`config.mk`:
```
export PLATFORM = sky130hd
export DESIGN_NAME = sprite_attribute_table_packer_top
export DESIGN_NICKNAME = d
export VERILOG_FILES = /design/src/hdl/satp_pkg.sv /design/src/hdl/sprite_attribute_table_packer_top.sv /design/src/hdl/satp_entry_ram.sv /design/src/hdl/satp_high_ram.sv
export SDC_FILE = /design/constraint.sdc
export NUM_CORES = 2
export LEC_CHECK = 0
export BUFFER_PORTS_ARGS = -buffer_cell sky130_fd_sc_hd__buf_4
export CORE_ASPECT_RATIO = 1.75
export CORE_MARGIN = 2
export CORE_UTILIZATION = 30
export CTS_CLUSTER_SIZE = 24
export DETAILED_ROUTE_END_ITERATION = 6
export GPL_TIMING_DRIVEN = 0
export PLACE_DENSITY = 0.51
export SLEW_MARGIN = 20
export SYNTH_ARGS = -nofsm -noshare
export SYNTH_HDL_FRONTEND = slang
export SYNTH_MEMORY_MAX_BITS = 65536
export SYNTH_SLANG_ARGS = --single-unit
```
`constraint.sdc`:
```
create_clock -name i_clk -period 7.8 [get_ports i_clk]
set_input_delay 0 -clock i_clk [delete_from_list [all_inputs] [get_ports i_clk]]
set_output_delay 0 -clock i_clk [all_outputs]
set_load 0.01 [all_outputs]
```
`src/hdl/satp_pkg.sv`:
```
`default_nettype none

package satp_pkg;

    localparam int C_MAX_SPRITES = 128;
    localparam int C_ENTRY_COUNT = 128;
    localparam int C_HIGH_BYTES  = 32;
    localparam int C_TABLE_BYTES = 544;

    localparam int C_ENTRY_AW = $clog2(C_ENTRY_COUNT);
    localparam int C_HIGH_AW  = $clog2(C_HIGH_BYTES);

    localparam logic [7:0] C_HIDDEN_Y = 8'd224;

    localparam logic signed [15:0] C_POS_MIN = -16'sd64;
    localparam logic signed [15:0] C_X_LIMIT = 16'sd256;
    localparam logic signed [15:0] C_Y_LIMIT = 16'sd224;

    typedef enum logic [1:0] {
        OP_ADD   = 2'd0,
        OP_FLUSH = 2'd1,
        OP_READ  = 2'd2,
        OP_CLEAR = 2'd3
    } t_op;

    typedef enum logic [1:0] {
        RD_NONE  = 2'd0,
        RD_ENTRY = 2'd1,
        RD_HIGH  = 2'd2
    } t_rd_kind;

    typedef struct packed {
        logic                  en;
        logic [C_ENTRY_AW-1:0] addr;
        logic [31:0]           data;
    } t_entry_wr;

    typedef struct packed {
        logic                 en;
        logic [C_HIGH_AW-1:0] addr;
        logic [7:0]           data;
    } t_high_wr;

    typedef struct packed {
        logic                 en;
        logic [C_HIGH_AW-1:0] addr;
    } t_high_rd;

endpackage

`default_nettype wire

```
`src/hdl/sprite_attribute_table_packer_top.sv`:
```
// result path: the synchronous table read registers the byte, and the result
// register then holds it for the output
// requests: the next request is held back while one is pending and while a presented
// result is stalled, so a new one is taken only once the last has reached the result register
// reset: synchronous, active low; clears counters, the high accumulator and the
// entry and high table valid bits at once, no clearing pass
`default_nettype none

module sprite_attribute_table_packer_top import satp_pkg::*; (
    input  wire logic               i_clk,
    input  wire logic               i_rst_n,
    input  wire logic               i_in_valid,
    output logic                    o_in_stall,
    input  wire logic [1:0]         i_op,
    input  wire logic signed [15:0] i_sprite_x,
    input  wire logic signed [15:0] i_sprite_y,
    input  wire logic [8:0]         i_tile_id,
    input  wire logic [7:0]         i_attr_flags,
    input  wire logic [9:0]         i_read_index,
    output logic                    o_out_valid,
    input  wire logic               i_out_stall,
    output logic [7:0]              o_read_data,
    output logic                    o_sprite_kept,
    output logic                    o_table_full
);

    logic                     r_pend;
    logic                     r_out_valid;
    logic [7:0]               r_out_data;
    logic                     r_out_kept;
    logic                     r_out_full;

    logic [7:0]               r_count;
    logic [7:0]               r_high_acc;
    logic [1:0]               r_high_slot;
    logic [5:0]               r_high_index;
    logic [C_ENTRY_COUNT-1:0] r_written;

    logic                     r_res_kept;
    logic                     r_res_full;
    t_rd_kind                 r_rd_kind;
    logic [1:0]               r_rd_byte;
    logic                     r_rd_written;

    logic                     w_accept;
    t_op                      w_op;
    logic                     w_in_range;
    logic                     w_full;
    logic                     w_keep;
    logic [1:0]               w_hib;
    logic [7:0]               w_acc_next;
    logic                     w_high_ok;
    t_rd_kind                 w_rd_kind;
    t_entry_wr                w_entry_wr;
    t_high_wr                 w_high_wr;
    t_high_rd                 w_high_rd;
    logic                     w_entry_rd_en;
    logic [31:0]              w_entry_data;
    logic [7:0]               w_high_data;
    logic [7:0]               w_entry_byte;
    logic [7:0]               w_res_data;

    // one request in flight; the next waits until the result register is free
    assign o_in_stall = r_pend || (r_out_valid && i_out_stall);
    assign w_accept   = i_in_valid && !o_in_stall;
    assign w_op       = t_op'(i_op);

    assign w_in_range = (i_sprite_x > C_POS_MIN) && (i_sprite_x < C_X_LIMIT) &&
                        (i_sprite_y > C_POS_MIN) && (i_sprite_y < C_Y_LIMIT);
    assign w_full     = w_in_range && (r_count >= 8'(C_MAX_SPRITES));
    assign w_keep     = w_in_range && !w_full;
    assign w_hib      = {i_attr_flags[0], i_sprite_x[8]};
    assign w_acc_next = r_high_acc | ({6'd0, w_hib} << {r_high_slot, 1'b0});
    assign w_high_ok  = r_high_index < 6'(C_HIGH_BYTES);

    always_comb begin
        if (i_read_index >= 10'(C_TABLE_BYTES)) begin
            w_rd_kind = RD_NONE;
        end else if (i_read_index[9]) begin
            w_rd_kind = RD_HIGH;
        end else begin
            w_rd_kind = RD_ENTRY;
        end
    end

    always_comb begin
        w_entry_wr.en   = w_accept && (w_op == OP_ADD) && w_keep;
        w_entry_wr.addr = r_count[C_ENTRY_AW-1:0];
        w_entry_wr.data = {i_attr_flags[7:1], i_tile_id[8], i_tile_id[7:0],
                           i_sprite_y[7:0], i_sprite_x[7:0]};

        w_high_wr.en    = 1'b0;
        w_high_wr.addr  = r_high_index[C_HIGH_AW-1:0];
        w_high_wr.data  = r_high_acc;
        case (w_op)
            OP_ADD: begin
                w_high_wr.en   = w_accept && w_keep && (r_high_slot == 2'd3) && w_high_ok;
                w_high_wr.data = w_acc_next;
            end
            OP_FLUSH: begin
                w_high_wr.en = w_accept && w_high_ok;
            end
            default: begin
                w_high_wr.en = 1'b0;
            end
        endcase

        w_high_rd.en   = w_accept && (w_op == OP_READ) && (w_rd_kind == RD_HIGH);
        w_high_rd.addr = i_read_index[C_HIGH_AW-1:0];
        w_entry_rd_en  = w_accept && (w_op == OP_READ) && (w_rd_kind == RD_ENTRY);
    end

    satp_entry_ram u_entry_ram (
        .i_clk     (i_clk),
        .i_wr      (w_entry_wr),
        .i_rd_en   (w_entry_rd_en),
        .i_rd_addr (i_read_index[C_ENTRY_AW+1:2]),
        .o_rd_data (w_entry_data)
    );

    satp_high_ram u_high_ram (
        .i_clk     (i_clk),
        .i_rst_n   (i_rst_n),
        .i_wr      (w_high_wr),
        .i_rd      (w_high_rd),
        .o_rd_data (w_high_data)
    );

    // table state, updated at the accept edge
    always_ff @(posedge i_clk) begin
        if (!i_rst_n) begin
            r_count      <= '0;
            r_high_acc   <= '0;
            r_high_slot  <= '0;
            r_high_index <= '0;
            r_written    <= '0;
        end else if (w_accept) begin
            case (w_op)
                OP_ADD: begin
                    if (w_keep) begin
                        r_count                          <= r_count + 8'd1;
                        r_written[r_count[C_ENTRY_AW-1:0]] <= 1'b1;
                        if (r_high_slot == 2'd3) begin
                            r_high_acc   <= '0;
                            r_high_slot  <= '0;
                            r_high_index <= r_high_index + 6'd1;
                        end else begin
                            r_high_acc  <= w_acc_next;
                            r_high_slot <= r_high_slot + 2'd1;
                        end
                    end
                end
                OP_CLEAR: begin
                    r_count      <= '0;
                    r_high_acc   <= '0;
                    r_high_slot  <= '0;
                    r_high_index <= '0;
                    r_written    <= '0;
                end
                default: begin
                end
            endcase
        end
    end

    // request context carried to the result cycle
    always_ff @(posedge i_clk) begin
        if (!i_rst_n) begin
            r_pend <= 1'b0;
        end else begin
            r_pend <= w_accept;
        end
    end

    always_ff @(posedge i_clk) begin
        if (w_accept) begin
            r_res_kept   <= (w_op == OP_ADD) && w_keep;
            r_res_full   <= (w_op == OP_ADD) && w_full;
            r_rd_kind    <= (w_op == OP_READ) ? w_rd_kind : RD_NONE;
            r_rd_byte    <= i_read_index[1:0];
            r_rd_written <= r_written[i_read_index[C_ENTRY_AW+1:2]];
        end
    end

    always_comb begin
        case (r_rd_byte)
            2'd0:    w_entry_byte = w_entry_data[7:0];
            2'd1:    w_entry_byte = w_entry_data[15:8];
            2'd2:    w_entry_byte = w_entry_data[23:16];
            default: w_entry_byte = w_entry_data[31:24];
        endcase
    end

    // unwritten entries show a hidden y, other bytes of them read as zero
    always_comb begin
        case (r_rd_kind)
            RD_ENTRY: begin
                if (r_rd_written) begin
                    w_res_data = w_entry_byte;
                end else begin
                    w_res_data = (r_rd_byte == 2'd1) ? C_HIDDEN_Y : 8'd0;
                end
            end
            RD_HIGH: w_res_data = w_high_data;
            default: w_res_data = 8'd0;
        endcase
    end

    always_ff @(posedge i_clk) begin
        if (!i_rst_n) begin
            r_out_valid <= 1'b0;
        end else if (r_pend) begin
            r_out_valid <= 1'b1;
        end else if (!i_out_stall) begin
            r_out_valid <= 1'b0;
        end
    end

    always_ff @(posedge i_clk) begin
        if (r_pend) begin
            r_out_data <= w_res_data;
            r_out_kept <= r_res_kept;
            r_out_full <= r_res_full;
        end
    end

    assign o_out_valid   = r_out_valid;
    assign o_read_data   = r_out_data;
    assign o_sprite_kept = r_out_kept;
    assign o_table_full  = r_out_full;

    a_count_bound: assert property (@(posedge i_clk) disable iff (!i_rst_n)
        r_count <= 8'(C_MAX_SPRITES))
        else $error("sprite count beyond table size");

    a_result_next: assert property (@(posedge i_clk) disable iff (!i_rst_n)
        w_accept |=> (!w_accept ##1 o_out_valid))
        else $error("result not presented after request");

    a_kept_full: assert property (@(posedge i_clk) disable iff (!i_rst_n)
        o_out_valid |-> !(o_sprite_kept && o_table_full))
        else $error("add both kept and dropped");

    a_add_no_data: assert property (@(posedge i_clk) disable iff (!i_rst_n)
        (o_out_valid && (o_sprite_kept || o_table_full)) |-> (o_read_data == 8'd0))
        else $error("add result carries read data");

endmodule

`default_nettype wire

```
`src/hdl/satp_entry_ram.sv`:
```
`default_nettype none

module satp_entry_ram import satp_pkg::*; (
    input  wire logic                  i_clk,
    input  wire t_entry_wr             i_wr,
    input  wire logic                  i_rd_en,
    input  wire logic [C_ENTRY_AW-1:0] i_rd_addr,
    output logic [31:0]                o_rd_data
);

    // one word per sprite entry, byte 0 in the low bits
    logic [31:0] r_mem [C_ENTRY_COUNT];
    logic [31:0] r_rd_data;

    always_ff @(posedge i_clk) begin
        if (i_wr.en) begin
            r_mem[i_wr.addr] <= i_wr.data;
        end
        if (i_rd_en) begin
            r_rd_data <= r_mem[i_rd_addr];
        end
    end

    assign o_rd_data = r_rd_data;

endmodule

`default_nettype wire

```
`src/hdl/satp_high_ram.sv`:
```
`default_nettype none

module satp_high_ram import satp_pkg::*; (
    input  wire logic     i_clk,
    input  wire logic     i_rst_n,
    input  wire t_high_wr i_wr,
    input  wire t_high_rd i_rd,
    output logic [7:0]    o_rd_data
);

    logic [7:0]              r_mem [C_HIGH_BYTES];
    logic [C_HIGH_BYTES-1:0] r_valid;
    logic [7:0]              r_rd_data;

    // bytes never written since reset read as zero
    always_ff @(posedge i_clk) begin
        if (!i_rst_n) begin
            r_valid <= '0;
        end else if (i_wr.en) begin
            r_valid[i_wr.addr] <= 1'b1;
        end
    end

    always_ff @(posedge i_clk) begin
        if (i_wr.en) begin
            r_mem[i_wr.addr] <= i_wr.data;
        end
        if (i_rd.en) begin
            r_rd_data <= r_valid[i_rd.addr] ? r_mem[i_rd.addr] : 8'd0;
        end
    end

    assign o_rd_data = r_rd_data;

endmodule

`default_nettype wire

```
==> metrics.csv <==
stage;metric;value;unit
yosys;most frequent cell after synthesis;edfxtp_1;
job;MaxCap Viol Count;0;
power_and_ir_drop;Leak;66.0;nW
timing;Period minus WS final;7.10;ns
yosys;number of flops mapped to enable cells by yosys;4409;
timing;Clock Skews;0.0740;ns
drt;Pre-antenna DRT Iters;7;
floorplanning;chip height;1020;µm
yosys;mux contribution to synthesized area;0.172;
yosys;simple-gate portion of the synthesized area;0.0175;
yosys;Synth Register Bits;4595;
drt;ANT nets after route;0;
yosys;Post-Synth XOR/XNOR Area;0.000199;
layout;post-route cell area;213000;µm²
placement;post-placement cell area;198000;µm²
worst_hold_path;Hold Crit Class;primary input to register;
setup_path;critical path depth in cells;17;
placement;Port Buffers;66;
clocking;clk_lat worst skew;1.09;ns
timing;Rel. slew slack;0.0960;
yosys;top-area cell type share of the netlist area;0.753;
timing;worst slew pin tran;1.36;ns
power_and_ir_drop;Power, Total;51.3;mW
yosys;YS warnings;0;
global_route;initial antenna violation count;75;
drt;DR vias/cell;5.87;
timing;Max Clk Rate;0.141;GHz
layout;Area Growth Syn to Fin;21.3;%
yosys;largest family of logic cells by synthesized area;multiplexers;
power_and_ir_drop;Worst VDD drop;0.183;mV
drt;total number of vias;99500;
setup_path;R2R depth;10;
timing;final setup violation count;0;
global_route;vias in the first global route;96300;
setup_path;Worst Setup EP;u_entry_ram.r_mem[83][31]$_DFFE_PP_;
yosys;Syn Std Cell Area;176000;µm²
global_route;total global-route track usage;0.263;
setup_path;reg-to-reg slack, setup;2.53;ns
timing;period utilisation layout;0.910;
yosys;Yosys cell types;76;
yosys;largest area contributor in the netlist;edfxtp_1;
drt;DRT Wirelength;793000;µm
layout;Total Nets Final;8941;
timing;hold_ws;-0.0335;ns
clocking;Root Buffer Master;clkbuf_16;
setup_path;Worst path max stage delay;0.94;ns
setup_path;crit-path max FO;82;
clocking;CTS max path bufs;4;
setup_path;RR Endpoint;u_entry_ram.r_mem[83][31]$_DFFE_PP_;
yosys;synth cell count leaders;edfxtp_1 (4409), mux4_2 (1262), nand2_1 (272);
setup_path;FF-to-FF Start;r_pend$_SDFF_PN0_;
setup_path;Critical Path RT;8.56;ns
setup_path;Top Family by Delay on Critical Path;buffers and inverters;
yosys;Primary FF master, synth;edfxtp_1;
yosys;Synth Area in Compound Gates;0.0222;
setup_path;crit path buf inv count;10;
yosys;Seq/Total Area, Yosys;0.774;
placement;Final Wtd Congestion;0.986;
timing;RSZ-0062 raised after global routing;no;
floorplanning;Core Area;585000;µm²
setup_path;critical path launch point type;primary input;
outcome;status;finished with violations;
timing;Final Max Tran Viols;0;
clocking;total CTS buffers;395;
yosys;post-synthesis adder-cell area fraction;0.000640;
setup_path;critical path endpoint category;register;
placement;detailed placer's ending HPWL;572000;µm
global_route;first-pass GRT wire length;1000000;µm
setup_path;CP Launch Point;i_sprite_y[5];
floorplanning;Top Ports;77;
yosys;Syn Inst Count;7785;
global_route;largest net degree at the start of global routing;131;
floorplanning;die width;583;µm
drt;initial drt markers;16000;
floorplanning;# rows;372;
layout;layout cells sized above 1;0.327;
floorplanning;DIE AREA;593000;µm²
setup_path;most used cell, CP;buf_16;
layout;Fill cells;52600;
clocking;Clock transition at path regs;0.07;ns
global_route;remaining global-route overflow;0;
yosys;fraction of registers with async set/reset;0;
power_and_ir_drop;PwrDens;240;nW/µm²
clocking;H-tree level count;5;
yosys;average size of a mapped cell;22.6;µm²
drt;WL/cell;46.8;µm
setup_path;Slowest cell on crit path;nand4_1;
setup_path;worst path arrival time;7.86;ns
setup_path;worst-path cell chain;dlygate4sd3_1, dlygate4sd3_1, buf_6, buf_16, or4_1, nor3_1, o41ai_2, dlygate4sd3_1, nand3_2, nor3_2, nand4_1, clkbuf_2, nor2_4, buf_16, buf_16, buf_12, buf_16;
clocking;clock sinks;4595;
setup_path;WS Path Type;primary input to register;
yosys;Syn Nets;7859;
timing;Hold Fails Final Rpt;18;
clocking;CTS tree;built;
clocking;Post-CTS Resized;0;
floorplanning;initial core utilization;0.301;
yosys;synth top area cells;edfxtp_1 (75%), mux4_2 (16%), dfxtp_1 (2.1%);
outcome;failing checks;DRC, hold timing;
drt;DRC Markers;93;
sequential cells by signal (all words and copies together) (netlist names), 2 cells and up:
signal / count
o_read_data: 8
r_count: 8
r_high_acc: 8
r_high_index: 6
r_high_slot: 2
r_rd_byte: 2
r_rd_kind: 2
r_written: 128
u_entry_ram.o_rd_data: 32
u_entry_ram.r_mem: 4096
u_high_ram.o_rd_data: 8
u_high_ram.r_mem: 256
u_high_ram.r_valid: 32
stage by stage:
stage | util | setup WS [ns] | std cells | TNS (ns) | hold WS [ns]
floorplan | - | 4.34 | 7785 | 0 | 0.0989
global placement | 0.318 | -2.75 | 15500 | -7743.52 | 0.208
detailed placement | 0.339 | 1.54 | 16000 | 0 | 0.213
CTS | 0.363 | 1.51 | 16800 | 0 | 0.000640
global route | 0.364 | 0.981 | 16900 | 0 | 0.00298
finish | 0.365 | 0.702 | 16900 | 0 | -0.0335
kinds of logic after synthesis:
group                      Yosys count
muxes                             1443
AOI/OAI and AO/OA                  589
xor gates and xnor gates             4
and+or+nand+nor                    678
DFF                               4595
buffers and inverters              467
adders and majority gates            9
worst min path at each step:
| stage | start | endpoint | slack [ns] | cells after the start |
|---|---|---|---|---|
| 2_1_floorplan | i_read_index[0] | r_rd_byte[0]$_DFFE_PP_ | 0.1 | 0 |
| 3_3_place_gp | i_read_index[0] | r_rd_byte[0]$_DFFE_PP_ | 0.21 | 1 |
| 3_5_place_dp | i_read_index[1] | r_rd_byte[1]$_DFFE_PP_ | 0.21 | 1 |
| 4_1_cts | i_sprite_y[6] | u_entry_ram.r_mem[8][14]$_DFFE_PP_ | 0.0006 | 2 |
| 5_1_grt | i_tile_id[4] | u_entry_ram.r_mem[63][20]$_DFFE_PP_ | 0.003 | 2 |
| 6_report | i_tile_id[4] | u_entry_ram.r_mem[63][20]$_DFFE_PP_ | -0.03 | 2 |
timing repair:
| action | 4_1_cts | 5_1_grt |
|---|---|---|
| buffers inserted | 0 | 0 |
| hold buffers | 74 | 13 |
| endpoints found under the hold margin | 4350 | 351 |
power by group:
group | switching (mW) | internal, mW | leakage (nW)
Sequential | 0.00590 | 27.0 | 41.2
Clock | 9.74 | 11.3 | 6.48
Combinational | 2.28 | 0.977 | 18.3
layout by cell type (no fill, tap or decap), drive strengths merged, types with 11 or more instances in the layout:
master | Yosys | final
nor3 | 13 | 13
clkinvlp | 0 | 30
and3 | 13 | 13
bufinv | 0 | 50
a22oi | 101 | 101
nor2b | 14 | 14
nor4 | 31 | 31
dlygate4sd3 | 0 | 85
clkinv | 2 | 165
nand3 | 45 | 45
a21oi | 72 | 72
o22ai | 27 | 27
a22o | 14 | 14
mux4 | 1262 | 1262
o21ai | 181 | 181
buf | 252 | 850
a211oi | 11 | 11
a31oi | 20 | 20
a221oi | 54 | 54
edfxtp | 4409 | 4409
o21a | 44 | 44
inv | 17 | 33
mux2i | 173 | 173
a32oi | 11 | 11
nor2 | 207 | 207
dfxtp | 186 | 186
clkbuf | 196 | 677
diode | 0 | 68
nand2 | 273 | 273
nand4 | 37 | 37
layer usage:
| metal | routed length (µm) | global-route usage | up-vias |
|---|---|---|---|
| met5 | 272 | 0 | - |
| met4 | 96700 | 0.265 | 40 |
| met3 | 75000 | 0.0688 | 2670 |
| met2 | 383000 | 0.433 | 7681 |
| met1 | 238000 | 0.264 | 53700 |
| li1 | - | - | 35400 |
cell type report:
type,instances,area [µm²],share of cell area
clock buffers,479,10400,0.0487
flip-flops and latches,4595,136000,0.638
inverters,19,71.3,0.000334
plain buffers,448,2470,0.0116
repair buffers,685,12800,0.0599
well taps,7667,9590,0.0450
multi-input cells,2723,38600,0.181
diodes,68,170,0.000798
clock inverters,259,3040,0.0143
No activity file was read; power rests on OpenSTA's default activity.
